<file path="src/rtl/window_sender_with_retx_timer_core_macros.svh">
// assertion macros shared by the window sender rtl
// no dependencies; expects clk and rst_n in the scope of use
`ifndef WINDOW_SENDER_WITH_RETX_TIMER_CORE_MACROS_SVH
`define WINDOW_SENDER_WITH_RETX_TIMER_CORE_MACROS_SVH

// property checked every cycle outside reset
`define WSRT_ASSERT(lbl, prop, msg) \
  lbl: assert property (@(posedge clk) disable iff (!rst_n) (prop)) else $error(msg);

// trigger implies consequence in the next cycle, outside reset
`define WSRT_ASSERT_NEXT(lbl, trig, cons, msg) \
  lbl: assert property (@(posedge clk) disable iff (!rst_n) (trig) |=> (cons)) else $error(msg);

`endif

</file>
<file path="src/rtl/wsrt_pkg.sv">
// shared types, codes and constants of the window sender
// no dependencies
package wsrt_pkg;

  localparam int MAX_WINDOW_DEF = 32;

  localparam int SEQ_W      = 32;
  localparam int SEGB_W     = 14;
  localparam int HDR_W      = 8;
  localparam int WIN_W      = 6;
  localparam int SACK_CNT_W = 6;
  localparam int LEN_W      = 14;
  localparam int KIND_W     = 2;
  localparam int CFG_IDX_W  = 3;
  localparam int CFG_DATA_W = 32;
  localparam int SACKED_W   = SACK_CNT_W + SEGB_W;
  localparam int CNT_W      = 6;

  // input item kinds
  localparam logic [KIND_W-1:0] KIND_START = 2'd0;
  localparam logic [KIND_W-1:0] KIND_ACK   = 2'd1;
  localparam logic [KIND_W-1:0] KIND_TICK  = 2'd2;

  // result kinds
  localparam logic RES_SEG  = 1'b0;
  localparam logic RES_DONE = 1'b1;

  // register indexes
  localparam logic [CFG_IDX_W-1:0] CFG_SEGMENT_BYTES = 3'd0;
  localparam logic [CFG_IDX_W-1:0] CFG_HEADER_BYTES  = 3'd1;
  localparam logic [CFG_IDX_W-1:0] CFG_FLOW_BYTES    = 3'd2;
  localparam logic [CFG_IDX_W-1:0] CFG_START_WINDOW  = 3'd3;
  localparam logic [CFG_IDX_W-1:0] CFG_WINDOW_LIMIT  = 3'd4;
  localparam logic [CFG_IDX_W-1:0] CFG_RETX_TICKS    = 3'd5;
  localparam logic [CFG_IDX_W-1:0] CFG_PRIORITY_MODE = 3'd6;

  // register reset values
  localparam logic [SEGB_W-1:0] RST_SEGMENT_BYTES = 14'd1460;
  localparam logic [HDR_W-1:0]  RST_HEADER_BYTES  = 8'd40;
  localparam logic [SEQ_W-1:0]  RST_FLOW_BYTES    = 32'd1460;
  localparam logic [WIN_W-1:0]  RST_START_WINDOW  = 6'd1;
  localparam logic [WIN_W-1:0]  RST_WINDOW_LIMIT  = 6'd32;
  localparam logic [SEQ_W-1:0]  RST_RETX_TICKS    = 32'd1000;

  // most segments released by one item
  localparam logic [CNT_W-1:0] SEG_CAP = 6'd63;
  localparam logic [LEN_W-1:0] LEN_MAX = 14'h3FFF;

  typedef struct packed {
    logic latch;
    logic clear;
    logic ack_upd;
    logic timeout;
    logic tick_dec;
    logic setup1;
    logic setup2;
    logic gen;
    logic emit_seg;
    logic rearm;
    logic emit_done;
  } cmd_t;

  typedef struct packed {
    logic [KIND_W-1:0] kind;
    logic              flow_done;
    logic              armed;
    logic              left_le1;
    logic              new_ack;
    logic              cond;
    logic              stage_v;
    logic              done_pend;
    logic              out_free;
  } stat_t;

endpackage

</file>
<file path="src/rtl/window_sender_with_retx_timer_core.sv">
// top level of the window sender with retransmit timer
// depends on wsrt_pkg, wsrt_ctrl and wsrt_dp
//
// Sender side of one transport flow. Items on the in_ stream are start (tuser 0),
// ack (tuser 1) or tick (tuser 2); each produces zero or more results on the out_
// stream, the final one marked with tlast. A start item resets the flow and sends
// what the window allows; an ack records the sack bytes and, when it moves the
// oldest unacked byte, grows the window by one, sends more and restarts the timer;
// a tick counts the timer down and on expiry rewinds to the oldest unacked byte
// with a window of one. An ack covering the whole flow ends with a flow-done
// result. An item is taken only when the previous one is fully worked off (its
// results may still sit in the output register). A tick that only counts down,
// an ignored tick, a kind 3 item or an ack after the flow is done ends at
// dispatch, an ack that does not move the oldest unacked byte goes on to the
// post state; a start, a new ack or a timeout runs the send loop for n segments,
// n being at most 63, set by the check-then-generate loop around the send
// pointer adder; a flow-done result comes after the segments, and output stalls
// hold both. Configuration writes are always accepted and should only be made while
// no item is in flight.
module window_sender_with_retx_timer_core #(
  parameter int MAX_WINDOW = wsrt_pkg::MAX_WINDOW_DEF
) (
  input  logic        clk,
  input  logic        rst_n,

  // input stream
  input  logic        in_tvalid,
  output logic        in_tready,
  input  logic [39:0] in_tdata,   // ack_seq [31:0], sack_count [37:32], zero fill
  input  logic [1:0]  in_tuser,   // kind [1:0]

  // result stream
  output logic        out_tvalid,
  input  logic        out_tready,
  output logic [79:0] out_tdata,  // segment_seq [31:0], segment_len [45:32],
                                  // priority_res [77:46], zero fill
  output logic [0:0]  out_tuser,  // result_kind [0]
  output logic        out_tlast,

  // register write channel
  input  logic                              cfg_valid,
  output logic                              cfg_ready,
  input  logic [wsrt_pkg::CFG_IDX_W-1:0]    cfg_index,
  input  logic [wsrt_pkg::CFG_DATA_W-1:0]   cfg_data
);

  wsrt_pkg::cmd_t  cmd;
  wsrt_pkg::stat_t stat;

  logic                         res_kind;
  logic [wsrt_pkg::SEQ_W-1:0]   res_seq;
  logic [wsrt_pkg::LEN_W-1:0]   res_len;
  logic [wsrt_pkg::SEQ_W-1:0]   res_prio;

  // sequencer: decodes the item kind and steps through the send run
  wsrt_ctrl u_ctrl (
    .clk       (clk),
    .rst_n     (rst_n),
    .in_tvalid (in_tvalid),
    .in_tready (in_tready),
    .stat      (stat),
    .cmd       (cmd)
  );

  // flow state, window arithmetic and the output register
  wsrt_dp #(
    .MAX_WINDOW (MAX_WINDOW)
  ) u_dp (
    .clk           (clk),
    .rst_n         (rst_n),
    .cmd           (cmd),
    .stat          (stat),
    .in_kind       (in_tuser),
    .in_ack_seq    (in_tdata[31:0]),
    .in_sack_count (in_tdata[37:32]),
    .cfg_valid     (cfg_valid),
    .cfg_ready     (cfg_ready),
    .cfg_index     (cfg_index),
    .cfg_data      (cfg_data),
    .out_valid     (out_tvalid),
    .out_ready     (out_tready),
    .out_kind      (res_kind),
    .out_seq       (res_seq),
    .out_len       (res_len),
    .out_prio      (res_prio),
    .out_last      (out_tlast)
  );

  // pack the result fields, lowest field first
  assign out_tdata = {2'b00, res_prio, res_len, res_seq};
  assign out_tuser = res_kind;

endmodule

</file>
<file path="src/rtl/wsrt_ctrl.sv">
// sequencing state machine of the window sender
// depends on wsrt_pkg for command and status types
module wsrt_ctrl (
  input  logic           clk,
  input  logic           rst_n,
  input  logic           in_tvalid,
  output logic           in_tready,
  input  wsrt_pkg::stat_t stat,
  output wsrt_pkg::cmd_t  cmd
);

  localparam logic [2:0] S_IDLE     = 3'd0;
  localparam logic [2:0] S_DISPATCH = 3'd1;
  localparam logic [2:0] S_SETUP1   = 3'd2;
  localparam logic [2:0] S_SETUP2   = 3'd3;
  localparam logic [2:0] S_CHECK    = 3'd4;
  localparam logic [2:0] S_GEN      = 3'd5;
  localparam logic [2:0] S_POST     = 3'd6;
  localparam logic [2:0] S_DONE     = 3'd7;

  logic [2:0] state_r;
  logic [2:0] state_nxt;

  assign in_tready = (state_r == S_IDLE);

  always_comb begin
    cmd       = '0;
    state_nxt = state_r;
    unique case (state_r)
      S_IDLE: begin
        if (in_tvalid) begin
          cmd.latch = 1'b1;
          state_nxt = S_DISPATCH;
        end
      end
      S_DISPATCH: begin
        case (stat.kind)
          wsrt_pkg::KIND_START: begin
            cmd.clear = 1'b1;
            state_nxt = S_SETUP1;
          end
          wsrt_pkg::KIND_ACK: begin
            if (stat.flow_done) begin
              state_nxt = S_IDLE;
            end else begin
              cmd.ack_upd = 1'b1;
              state_nxt   = stat.new_ack ? S_SETUP1 : S_POST;
            end
          end
          wsrt_pkg::KIND_TICK: begin
            if (!stat.armed) begin
              state_nxt = S_IDLE;
            end else if (stat.left_le1) begin
              cmd.timeout = 1'b1;
              state_nxt   = S_SETUP1;
            end else begin
              cmd.tick_dec = 1'b1;
              state_nxt    = S_IDLE;
            end
          end
          default: state_nxt = S_IDLE;
        endcase
      end
      S_SETUP1: begin
        cmd.setup1 = 1'b1;
        state_nxt  = S_SETUP2;
      end
      S_SETUP2: begin
        cmd.setup2 = 1'b1;
        state_nxt  = S_CHECK;
      end
      S_CHECK: begin
        // a staged segment leaves once the output register is free
        if (!stat.stage_v || stat.out_free) begin
          cmd.emit_seg = stat.stage_v;
          state_nxt    = stat.cond ? S_GEN : S_POST;
        end
      end
      S_GEN: begin
        cmd.gen   = 1'b1;
        state_nxt = S_CHECK;
      end
      S_POST: begin
        cmd.rearm = 1'b1;
        state_nxt = stat.done_pend ? S_DONE : S_IDLE;
      end
      S_DONE: begin
        if (stat.out_free) begin
          cmd.emit_done = 1'b1;
          state_nxt     = S_IDLE;
        end
      end
      default: state_nxt = S_IDLE;
    endcase
  end

  always_ff @(posedge clk) begin
    if (!rst_n) begin
      state_r <= S_IDLE;
    end else begin
      state_r <= state_nxt;
    end
  end

endmodule

</file>
<file path="src/rtl/wsrt_dp.sv">
// datapath of the window sender: registers, flow state, window math, output register
// depends on wsrt_pkg and the assertion macro header
`include "window_sender_with_retx_timer_core_macros.svh"

module wsrt_dp #(
  parameter int MAX_WINDOW = wsrt_pkg::MAX_WINDOW_DEF
) (
  input  logic                             clk,
  input  logic                             rst_n,
  input  wsrt_pkg::cmd_t                   cmd,
  output wsrt_pkg::stat_t                  stat,
  input  logic [wsrt_pkg::KIND_W-1:0]      in_kind,
  input  logic [wsrt_pkg::SEQ_W-1:0]       in_ack_seq,
  input  logic [wsrt_pkg::SACK_CNT_W-1:0]  in_sack_count,
  input  logic                             cfg_valid,
  output logic                             cfg_ready,
  input  logic [wsrt_pkg::CFG_IDX_W-1:0]   cfg_index,
  input  logic [wsrt_pkg::CFG_DATA_W-1:0]  cfg_data,
  output logic                             out_valid,
  input  logic                             out_ready,
  output logic                             out_kind,
  output logic [wsrt_pkg::SEQ_W-1:0]       out_seq,
  output logic [wsrt_pkg::LEN_W-1:0]       out_len,
  output logic [wsrt_pkg::SEQ_W-1:0]       out_prio,
  output logic                             out_last
);

  localparam int SEQ_W    = wsrt_pkg::SEQ_W;
  localparam int SEGB_W   = wsrt_pkg::SEGB_W;
  localparam int WIN_W    = wsrt_pkg::WIN_W;
  localparam int SACKED_W = wsrt_pkg::SACKED_W;
  localparam int CNT_W    = wsrt_pkg::CNT_W;
  localparam int LEN_W    = wsrt_pkg::LEN_W;
  localparam int CW_W     = $clog2(MAX_WINDOW + 1);
  localparam int PROD_W   = CW_W + SEGB_W;
  localparam logic [WIN_W-1:0] MAXW = WIN_W'(MAX_WINDOW);

  // configuration
  logic [SEGB_W-1:0]        seg_bytes_r;
  logic [wsrt_pkg::HDR_W-1:0] hdr_r;
  logic [SEQ_W-1:0]         flow_r;
  logic [WIN_W-1:0]         start_win_r;
  logic [WIN_W-1:0]         win_lim_r;
  logic [SEQ_W-1:0]         retx_r;
  logic                     prio_mode_r;

  // latched item
  logic [wsrt_pkg::KIND_W-1:0]     kind_r;
  logic [SEQ_W-1:0]                ack_r;
  logic [wsrt_pkg::SACK_CNT_W-1:0] sacks_r;

  // flow state
  logic [SEQ_W-1:0]    next_seq_r;
  logic [SEQ_W-1:0]    oldest_r;
  logic [CW_W-1:0]     cong_r;
  logic [SACKED_W-1:0] sacked_r;
  logic                armed_r;
  logic [SEQ_W-1:0]    left_r;
  logic                done_r;

  // per item work registers
  logic                new_r;
  logic                done_pend_r;
  logic [PROD_W-1:0]   prod_r;
  logic [SEQ_W-1:0]    prio_r;
  logic [SEQ_W:0]      limit_r;
  logic [CNT_W-1:0]    sent_r;
  logic                stage_v_r;
  logic [SEQ_W-1:0]    stage_seq_r;
  logic [LEN_W-1:0]    stage_len_r;

  // output register
  logic                out_valid_r;
  logic                out_kind_r;
  logic [SEQ_W-1:0]    out_seq_r;
  logic [LEN_W-1:0]    out_len_r;
  logic [SEQ_W-1:0]    out_prio_r;
  logic                out_last_r;

  logic [SEGB_W-1:0]   mss;
  logic [WIN_W-1:0]    start_cl;
  logic [WIN_W-1:0]    lim_cl;
  logic [CW_W:0]       cong_inc;
  logic [CW_W-1:0]     cong_nxt;
  logic [SACKED_W-1:0] sacked_nxt;
  logic                new_ack;
  logic [SEQ_W:0]      seq_sum;
  logic                cond;
  logic                over;
  logic [SEQ_W-1:0]    tail;
  logic [SEGB_W-1:0]   pay_len;
  logic [LEN_W:0]      len_full;
  logic [LEN_W-1:0]    seg_len_nxt;
  logic [SEQ_W-1:0]    seq_nxt;
  logic [SEQ_W:0]      used;
  logic [SEQ_W-1:0]    prio_nxt;
  logic [SEQ_W:0]      limit_nxt;
  logic                arm_ok;
  logic                out_free;
  logic                rearm_go;

  assign cfg_ready = 1'b1;

  assign mss      = (seg_bytes_r == '0) ? SEGB_W'(1) : seg_bytes_r;
  assign start_cl = (start_win_r < MAXW) ? start_win_r : MAXW;
  assign lim_cl   = (win_lim_r < MAXW) ? win_lim_r : MAXW;
  assign cong_inc = {1'b0, cong_r} + (CW_W+1)'(1);
  assign cong_nxt = (cong_inc > {1'b0, CW_W'(lim_cl)}) ? CW_W'(lim_cl) : cong_inc[CW_W-1:0];
  assign sacked_nxt = SACKED_W'(sacks_r) * SACKED_W'(mss);
  assign new_ack    = ack_r > oldest_r;
  assign arm_ok     = oldest_r < flow_r;

  // send test and segment shaping at the current send pointer
  assign seq_sum = {1'b0, next_seq_r} + (SEQ_W+1)'(mss);
  assign cond    = (sent_r < wsrt_pkg::SEG_CAP) && (seq_sum <= limit_r) && (next_seq_r < flow_r);
  assign over    = seq_sum > {1'b0, flow_r};
  assign tail    = flow_r - next_seq_r;
  assign pay_len = over ? tail[SEGB_W-1:0] : mss;
  assign len_full = (LEN_W+1)'(pay_len) + (LEN_W+1)'(hdr_r);
  assign seg_len_nxt = (len_full > (LEN_W+1)'(wsrt_pkg::LEN_MAX)) ? wsrt_pkg::LEN_MAX
                                                                  : len_full[LEN_W-1:0];
  assign seq_nxt = over ? flow_r : seq_sum[SEQ_W-1:0];

  // priority and window edge, fixed for the whole send run
  assign used      = {1'b0, oldest_r} + (SEQ_W+1)'(sacked_r);
  assign prio_nxt  = prio_mode_r ? SEQ_W'(1)
                   : (({1'b0, flow_r} > used) ? (flow_r - used[SEQ_W-1:0]) : '0);
  assign limit_nxt = {1'b0, oldest_r} + (SEQ_W+1)'(prod_r) + (SEQ_W+1)'(sacked_r);

  assign out_free = !out_valid_r || out_ready;
  assign rearm_go = (kind_r == wsrt_pkg::KIND_TICK) || (new_r && armed_r);

  assign stat.kind      = kind_r;
  assign stat.flow_done = done_r;
  assign stat.armed     = armed_r;
  assign stat.left_le1  = (left_r <= SEQ_W'(1));
  assign stat.new_ack   = new_ack;
  assign stat.cond      = cond;
  assign stat.stage_v   = stage_v_r;
  assign stat.done_pend = done_pend_r;
  assign stat.out_free  = out_free;

  always_ff @(posedge clk) begin
    if (!rst_n) begin
      seg_bytes_r <= wsrt_pkg::RST_SEGMENT_BYTES;
      hdr_r       <= wsrt_pkg::RST_HEADER_BYTES;
      flow_r      <= wsrt_pkg::RST_FLOW_BYTES;
      start_win_r <= wsrt_pkg::RST_START_WINDOW;
      win_lim_r   <= wsrt_pkg::RST_WINDOW_LIMIT;
      retx_r      <= wsrt_pkg::RST_RETX_TICKS;
      prio_mode_r <= 1'b0;
    end else if (cfg_valid) begin
      unique case (cfg_index)
        wsrt_pkg::CFG_SEGMENT_BYTES: seg_bytes_r <= cfg_data[SEGB_W-1:0];
        wsrt_pkg::CFG_HEADER_BYTES:  hdr_r       <= cfg_data[wsrt_pkg::HDR_W-1:0];
        wsrt_pkg::CFG_FLOW_BYTES:    flow_r      <= cfg_data[SEQ_W-1:0];
        wsrt_pkg::CFG_START_WINDOW:  start_win_r <= cfg_data[WIN_W-1:0];
        wsrt_pkg::CFG_WINDOW_LIMIT:  win_lim_r   <= cfg_data[WIN_W-1:0];
        wsrt_pkg::CFG_RETX_TICKS:    retx_r      <= cfg_data[SEQ_W-1:0];
        wsrt_pkg::CFG_PRIORITY_MODE: prio_mode_r <= cfg_data[0];
        default: ;
      endcase
    end
  end

  always_ff @(posedge clk) begin
    if (!rst_n) begin
      next_seq_r  <= '0;
      oldest_r    <= '0;
      cong_r      <= CW_W'(wsrt_pkg::RST_START_WINDOW < MAXW ? wsrt_pkg::RST_START_WINDOW
                                                             : MAXW);
      sacked_r    <= '0;
      armed_r     <= 1'b0;
      left_r      <= '0;
      done_r      <= 1'b0;
      new_r       <= 1'b0;
      done_pend_r <= 1'b0;
      sent_r      <= '0;
      stage_v_r   <= 1'b0;
      out_valid_r <= 1'b0;
    end else begin
      if (cmd.latch) begin
        kind_r      <= in_kind;
        ack_r       <= in_ack_seq;
        sacks_r     <= in_sack_count;
        new_r       <= 1'b0;
        done_pend_r <= 1'b0;
      end
      if (cmd.clear) begin
        next_seq_r <= '0;
        oldest_r   <= '0;
        cong_r     <= CW_W'(start_cl);
        sacked_r   <= '0;
        armed_r    <= 1'b0;
        left_r     <= '0;
        done_r     <= 1'b0;
      end
      if (cmd.ack_upd) begin
        sacked_r    <= sacked_nxt;
        new_r       <= new_ack;
        done_pend_r <= (ack_r == flow_r);
        if (next_seq_r < ack_r) begin
          next_seq_r <= ack_r;
        end
        if (new_ack) begin
          oldest_r <= ack_r;
          cong_r   <= cong_nxt;
        end
      end
      if (cmd.timeout) begin
        armed_r    <= 1'b0;
        left_r     <= '0;
        next_seq_r <= oldest_r;
        cong_r     <= CW_W'(1);
      end
      if (cmd.tick_dec) begin
        left_r <= left_r - SEQ_W'(1);
      end
      if (cmd.setup1) begin
        prod_r <= PROD_W'(cong_r) * PROD_W'(mss);
        prio_r <= prio_nxt;
      end
      if (cmd.setup2) begin
        limit_r   <= limit_nxt;
        sent_r    <= '0;
        stage_v_r <= 1'b0;
      end
      if (cmd.gen) begin
        stage_seq_r <= next_seq_r;
        stage_len_r <= seg_len_nxt;
        stage_v_r   <= 1'b1;
        next_seq_r  <= seq_nxt;
        sent_r      <= sent_r + CNT_W'(1);
        if (!armed_r && arm_ok) begin
          armed_r <= 1'b1;
          left_r  <= retx_r;
        end
      end
      if (cmd.rearm && rearm_go) begin
        armed_r <= arm_ok;
        left_r  <= arm_ok ? retx_r : '0;
      end
      if (cmd.emit_seg) begin
        stage_v_r   <= 1'b0;
        out_valid_r <= 1'b1;
        out_kind_r  <= wsrt_pkg::RES_SEG;
        out_seq_r   <= stage_seq_r;
        out_len_r   <= stage_len_r;
        out_prio_r  <= prio_r;
        out_last_r  <= !cond && !done_pend_r;
      end else if (cmd.emit_done) begin
        done_r      <= 1'b1;
        out_valid_r <= 1'b1;
        out_kind_r  <= wsrt_pkg::RES_DONE;
        out_seq_r   <= '0;
        out_len_r   <= '0;
        out_prio_r  <= '0;
        out_last_r  <= 1'b1;
      end else if (out_ready) begin
        out_valid_r <= 1'b0;
      end
    end
  end

  assign out_valid = out_valid_r;
  assign out_kind  = out_kind_r;
  assign out_seq   = out_seq_r;
  assign out_len   = out_len_r;
  assign out_prio  = out_prio_r;
  assign out_last  = out_last_r;

  `WSRT_ASSERT(a_emit_free, !(cmd.emit_seg || cmd.emit_done) || out_free, "result loaded into busy output")
  `WSRT_ASSERT(a_gen_data, !cmd.gen || (next_seq_r < flow_r && sent_r < wsrt_pkg::SEG_CAP), "segment generated past flow end or cap")
  `WSRT_ASSERT_NEXT(a_timeout_rewind, cmd.timeout, next_seq_r == oldest_r && cong_r == CW_W'(1) && !armed_r, "timeout did not rewind")
  `WSRT_ASSERT_NEXT(a_gen_stage, cmd.gen, stage_v_r && stage_len_r != '0, "generated segment not staged")

endmodule

</file>
<file path="config.mk">
export PLATFORM = sky130hd
export DESIGN_NAME = window_sender_with_retx_timer_core
export DESIGN_NICKNAME = d
export VERILOG_FILES = /design/src/rtl/wsrt_pkg.sv /design/src/rtl/window_sender_with_retx_timer_core.sv /design/src/rtl/wsrt_ctrl.sv /design/src/rtl/wsrt_dp.sv
export VERILOG_INCLUDE_DIRS = /design/src /design/src/rtl
export SDC_FILE = /design/constraint.sdc
export NUM_CORES = 2
export LEC_CHECK = 0
export ABC_AREA = 1
export BUFFER_PORTS_ARGS = -buffer_cell sky130_fd_sc_hd__clkbuf_2
export CAP_MARGIN = 20
export CORE_MARGIN = 4
export CORE_UTILIZATION = 65
export CTS_CLUSTER_DIAMETER = 150
export DETAILED_ROUTE_END_ITERATION = 10
export HOLD_SLACK_MARGIN = 0.15
export PLACE_DENSITY = 0.84
export SYNTH_ARGS = -nofsm -noshare
export SYNTH_HDL_FRONTEND = slang
export SYNTH_SLANG_ARGS = --single-unit
export TNS_END_PERCENT = 30
</file>
<file path="constraint.sdc">
create_clock -name clk -period 14.69 [get_ports clk]
set_input_delay 4.407 -clock clk [delete_from_list [all_inputs] [get_ports clk]]
set_output_delay 4.407 -clock clk [all_outputs]
set_load 0.05 [all_outputs]
</file>
; ---- Yosys cells after proc, flatten, opt, wreduce, memory -nomap -nowiden
; Cells that the tools add are included.
[word_totals]
reg_bits = 487
inputBits = 82
out_inout_bits = 85
wordCells = 201
[op_classes]
n_addsub = 10
mul = 2
order_cmp = 13
eq_ne = 19
n_mux = 81
n_bitwise = 2
reduce_logical = 40
[ops]
columns = op, count
row1 = 32-bit 2-to-1 mux, 19
row2 = 32-bit < comparator, 3
row3 = 32-bit by 20-bit adder with 33-bit output, 2
row4 = 14-bit 2-to-1 mux, 4
row5 = 6-bit 2-to-1 mux, 8
row6 = 6-bit by 14-bit multiplier with 20-bit output, 2
row7 = 20-bit 2-to-1 mux, 2
row8 = 1-bit 2-to-1 mux, 34
row9 = 32-bit by 14-bit adder with 33-bit output, 1
row10 = 33-bit by 20-bit adder with 33-bit output, 1
row11 = 32-bit by 33-bit > comparator with 1-bit output, 1
row12 = 33-bit by 32-bit > comparator with 1-bit output, 1
row13 = 33-bit less-or-equal comparator, 1
row14 = 32-bit equality test, 1
row15 = 32-bit > comparator, 1
row16 = 32-bit by 1-bit less-or-equal comparator with 1-bit output (second input constant), 1
row17 = 32-bit by 1-bit subtractor with 32-bit output (second input constant), 1
row18 = 32-bit subtractor, 1
row19 = 2-bit AND reduction, 12
row20 = 3-bit equality test (second input constant), 7
row21 = 3-bit case mux with 7 select lines, 1
row22 = 6-bit < comparator (second input constant), 3
row23 = 3-bit 2-to-1 mux, 6
row24 = 14-bit by 8-bit adder with 15-bit output, 1
row25 = other kinds (25), 53

; ---- Depth between registers and ports, before layout
[logic_depth]
depth_word = 11
depth_mapped = 48
mapped_depth_nobuf = 46

; ---- Cells and area by module
; A second synthesis with hierarchy kept.
[unflattened]
hier_cells = 4492
area_unflattened_um2 = 35795.6
[modules_own_cells]
columns = module, n_inst, cells_each, area_per_inst_um2, seq_area_each_um2
row1 = wsrt_dp, 1, 4427, 35446.5, 12201.7
row2 = wsrt_ctrl, 1, 62, 330.3, 60.1
row3 = window_sender_with_retx_timer_core, 1, 3, 18.8, 0.0

; ---- Worst setup path before layout
; OpenSTA, ideal clock, no wires.
[synth_path]
kind = input port to flip-flop
from = input rst_n
to = register u_dp.out_kind_r, in the netlist u_dp.out_kind (enable)
setup_ps = 617
t_arrival_ps = 10395
t_required_ps = 14073
slack_ps = 3677
path_stages = 4
path_buffers = 2
path_cell_list = clkbuf_1 > inv_1 > clkbuf_1 > nor3_1
[synth_between]
elab_chain_len = 1
[synth_rtl]
columns = item, line
row1 = from (decl), window_sender_with_retx_timer_core.sv:24  ; input logic rst_n,
row2 = 2-bit AND reduction (no source line), --
row3 = to (signal assigned), wsrt_dp.sv:246  ; out_kind_r <= wsrt_pkg::RES_SEG;
row4 = to (signal assigned), wsrt_dp.sv:254  ; out_kind_r <= wsrt_pkg::RES_DONE;
row5 = to (decl), wsrt_dp.sv:74  ; logic out_kind_r;
; No other way between the ends.
; A chain may end at the register's enable or synchronous reset.

; ---- Final worst setup path
[layout_path]
from = register u_dp.seg_bytes_r[5]
to = register u_dp.stage_len_r[11], data pin
[layout_between]
elab_chain_len = 7
[layout_rtl]
columns = item, line
row1 = from (decl), wsrt_dp.sv:39  ; logic [SEGB_W-1:0] seg_bytes_r;
row2 = from (signal assigned), wsrt_dp.sv:145  ; seg_bytes_r <= wsrt_pkg::RST_SEGMENT_BYTES;
row3 = from (signal assigned), wsrt_dp.sv:154  ; wsrt_pkg::CFG_SEGMENT_BYTES: seg_bytes_r <= cfg_data[SEGB_W-1:0];
row4 = 14-bit zero test, wsrt_dp.sv:104  ; assign mss = (seg_bytes_r == '0) ? SEGB_W'(1) : seg_bytes_r;
row5 = 14-bit 2-to-1 mux (*), wsrt_dp.sv:104
row6 = 32-bit by 14-bit adder with 33-bit output, wsrt_dp.sv:114  ; assign seq_sum = {1'b0, next_seq_r} + (SEQ_W+1)'(mss);
row7 = 33-bit by 32-bit > comparator with 1-bit output, wsrt_dp.sv:116  ; assign over = seq_sum > {1'b0, flow_r};
row8 = 14-bit 2-to-1 mux (*), wsrt_dp.sv:118  ; assign pay_len = over ? tail[SEGB_W-1:0] : mss;
row9 = 14-bit by 8-bit adder with 15-bit output (*), wsrt_dp.sv:119  ; assign len_full = (LEN_W+1)'(pay_len) + (LEN_W+1)'(hdr_r);
row10 = 15-bit by 14-bit > comparator with 1-bit output, wsrt_dp.sv:120  ; assign seg_len_nxt = (len_full > (LEN_W+1)'(wsrt_pkg::LEN_MAX)) ? wsrt_pkg::LEN_MAX
row11 = to (signal assigned), wsrt_dp.sv:230  ; stage_len_r <= seg_len_nxt;
row12 = to (decl), wsrt_dp.sv:70  ; logic [LEN_W-1:0] stage_len_r;
; Every way passes the cells marked *; elsewhere a longest branch is shown, timed or not.

==> impl_metrics.yaml <==
run_status:
  run_status: "completed"
critical_path:
  worst-setup-path-type: "reg2reg"
  crit_path_end_kind: "flip-flop"
  crit_arrival_ns: 8.62
  critPathMaxFanout: 63
  worstSetupStartpointType: "flip-flop"
  slowest_stage: "sky130_fd_sc_hd__dfxtp_1"
  worst-endpoint-required_ns: 15.07
  crit_path_max_incr_delay_ns: 0.60
  timing.critical_path.mode_cell: "sky130_fd_sc_hd__nand2_1"
sta:
  timing.fmax_mhz: 121
  finalSetupViolCount: 0
  fin_worst_skew_ns: 0.0268
  finalHoldViolations: 0
  report.final.slew_viol_count: 0
  post-route-min-period_ns: 8.24
  layout_setup_ws_ns: 6.45
  grt_setup_unrepaired: "false"
  worstMarginPinSlew_ns: 1.04
  hold_ws_ns: 0.458
  slew_headroom_pct: 30.7
  setup-tns-final_ns: 0
  final_min_period_over_clock_period_pct: 56.1
clock_network:
  insertion_delay_ns: 0.63
  ctsLongestPathBuffers: 3
  cts.clk_slew.worst_paths_ns: 0.06
  clock_sinks: 487
  ctsResizeCount: 0
  cts_buffers: 53
  cts_tree: "done"
  post_cts.repair.setup_buffers: 0
  cts-root-buf: "sky130_fd_sc_hd__clkbuf_16"
  cts-hold-fix-buffers: 0
  cts_max_level: 2
final_layout:
  final.fill_count: 4486
  layout.area.seq_um2: 12300
  area_growth_syn_to_layout_pct: 8.73
  postLayoutCoreUtil_pct: 71.3
  post_route_cells_drive_above_1_share_pct: 7.24
  multi_input_combinational_cell_area_um2: 20600
  final_nets: 5277
logic_synthesis:
  synth_edf_count: 251
  avgSynthCellArea_um2: 7.82
  synth_flop_cell: "sky130_fd_sc_hd__edfxtp_1"
  ys_ff_latch: 487
  synth_warnings: 0
  netlist_area_um2: 36100
  yosys.cell_types.count: 60
  syn_inst: 4618
  yosysSeqAreaShare_pct: 33.9
  async_flop_share_pct: 0
floorplan:
  pin_count: 167
  initial_utilization_pct: 65.6
  die_y_um: 244
  die_x_um: 244
  design.core.area_um2: 55100
  rows: 86
  floorplan.die_area_um2: 59400
grt:
  globalRouteMet1Util_pct: 47.7
  busiest_layer: "met2"
  grt_start_max_net_pins: 86
  initial_antenna_violation_count: 8
  grt_first_pass_wirelength_um: 168000
  globalRouteTotalUtil_pct: 36.1
  use_met2_pct: 56.9
  via_count_of_the_first_global_routing_pass: 30100
  globalRouteOverflowTotal: 0
  groute.layer.met3.usage_pct: 6.30
place:
  dpl.hpwl_um: 83200
  count_of_port_buffers_added_during_placement: 161
  dp_slack_ns: 6.60
  place_congestion: 1.01
route:
  detail_route.vias_per_cell: 5.90
  detailroute.via_count: 32500
  drtIter0Drc: 3299
  detailed_route_wl_um: 109000
  route.detailed.wl_per_inst_um: 19.8
  router_iterations_before_antenna_repair: 6
  post-route-drc-count: 0
  antenna_violating_nets_remaining: 0
power_and_ir_drop:
  total_leakage_power_nw: 18.6
  power.ir.vdd_worst_v: 0.000115
  power_density_nw_per_um2: 98.0
  power.total_w: 0.00385
min_path:
  hold_path.class: "reg2reg"
flow_run:
  drv.max_cap_violation_count: 0
## where the power goes
part,internal [W],total [W],switching (W)
clock,0.000744,0.00133,0.000586
sequential,0.00148,0.00155,0.0000684
combinational,0.000334,0.000969,0.000635
total,0.00256,0.00385,0.00129
## per-stage QoR
stage | instances | instance area, µm²
2_1_floorplan | 4619 | 36100
3_3_place_gp | 5397 | 37500
3_5_place_dp | 5397 | 37500
4_1_cts | 5496 | 39200
5_1_grt | 5500 | 39300
6_report | 5502 | 39300
## synth_stat cells (102+ instances only)
| master | number | area share (%) |
|---|---|---|
| sky130_fd_sc_hd__ha_1 | 364 | 13 |
| sky130_fd_sc_hd__edfxtp_1 | 251 | 21 |
| sky130_fd_sc_hd__xor2_1 | 102 | 2.5 |
| sky130_fd_sc_hd__a21oi_1 | 445 | 6.2 |
| sky130_fd_sc_hd__inv_1 | 707 | 7.3 |
| sky130_fd_sc_hd__dfxtp_1 | 236 | 13 |
| sky130_fd_sc_hd__nand3_1 | 223 | 3.1 |
| sky130_fd_sc_hd__clkbuf_1 | 132 | 1.4 |
| sky130_fd_sc_hd__o21ai_0 | 333 | 4.6 |
| sky130_fd_sc_hd__nand2_1 | 860 | 8.9 |
| sky130_fd_sc_hd__fa_1 | 124 | 6.9 |
| sky130_fd_sc_hd__nor2_1 | 401 | 4.2 |
## area by class of cell
cell class	count	area share [%]
flip-flops and latches	487	31.2
repair buffers	194	2.80
diodes	3	0.0191
inverters	718	6.86
multi-input cells	3253	52.3
clock inverters	34	0.768
well taps	748	2.38
clock buffers	65	3.60
## critical path: cells and delay by family (launching register included)
family                     cells  cell delay (ns)
AOI/OAI and AO/OA              7             1.55
and+or+nand+nor               22             3.61
xor gates and xnor gates       1             0.28
DFF                            1             0.60
adders and majority gates      4             1.17
buffers and inverters          5             0.69
## worst paths after layout
path | from | end | slack (ns) | depth (start not counted)
max | u_dp.seg_bytes_r[5]$_SDFFE_PN1P_ | u_dp.stage_len_r[11]$_SDFFCE_PN1P_ | 6.45 | 39
min | u_dp.retx_r[2]$_SDFFE_PN0P_ | u_dp.left_r[2]$_SDFF_PN0_ | 0.46 | 2
max reg2reg | u_dp.seg_bytes_r[5]$_SDFFE_PN1P_ | u_dp.stage_len_r[11]$_SDFFCE_PN1P_ | 6.45 | 39
min reg2reg | u_dp.retx_r[2]$_SDFFE_PN0P_ | u_dp.left_r[2]$_SDFF_PN0_ | 0.46 | 2
## state kept, by name, summed over array words and instances, names as in the netlist, 3 cells and up
| signal | count |
|---|---|
| u_ctrl.state_r | 3 |
| u_dp.ack_r | 32 |
| u_dp.cong_r | 6 |
| u_dp.flow_r | 32 |
| u_dp.hdr_r | 8 |
| u_dp.left_r | 32 |
| u_dp.limit_r | 33 |
| u_dp.next_seq_r | 32 |
| u_dp.oldest_r | 32 |
| u_dp.out_len | 14 |
| u_dp.out_prio | 32 |
| u_dp.out_seq | 32 |
| u_dp.prio_r | 32 |
| u_dp.prod_r | 20 |
| u_dp.retx_r | 32 |
| u_dp.sacked_r | 20 |
| u_dp.sacks_r | 6 |
| u_dp.seg_bytes_r | 14 |
| u_dp.sent_r | 6 |
| u_dp.stage_len_r | 14 |
| u_dp.stage_seq_r | 32 |
| u_dp.start_win_r | 6 |
| u_dp.win_lim_r | 6 |
## placed cells by master (no fill, tap or decap), drive strengths merged, types with 4 or more instances in the layout
cell	instances
edfxtp	251
nand3b	6
o211ai	44
nand2	875
fa	124
a221oi	4
o21ai	349
a211oi	7
a21o	17
xnor2	58
o21bai	16
clkbuf	225
nor4	22
clkinvlp	4
nand3	226
xor2	102
a21boi	4
buf	34
or2	14
dfxtp	236
nor3	58
nor2	408
inv	720
ha	364
clkinv	25
nand4	61
o21a	8
a21oi	448
a22oi	5
a31oi	11
## layer usage
layer	share of wire, %	routed length (µm)
met1	39	42700
met2	45	48600
met3	9.6	10400
met4	6.7	7280
met5	0.028	31
## cell families (layout without fill, tap and decap cells)
kind of cell    count (synthesis)  after routing  synth area share [%]
compound gates                926            926                  13.8
buf+inv                       879           1011                  9.26
other cells                     2              6                0.0208
fa+ha+maj                     488            488                  19.5
flops                         487            487                  33.9
simple gates                 1676           1676                  19.6
xor+xnor                      160            160                  3.88
No activity file was read; power rests on OpenSTA's default activity.
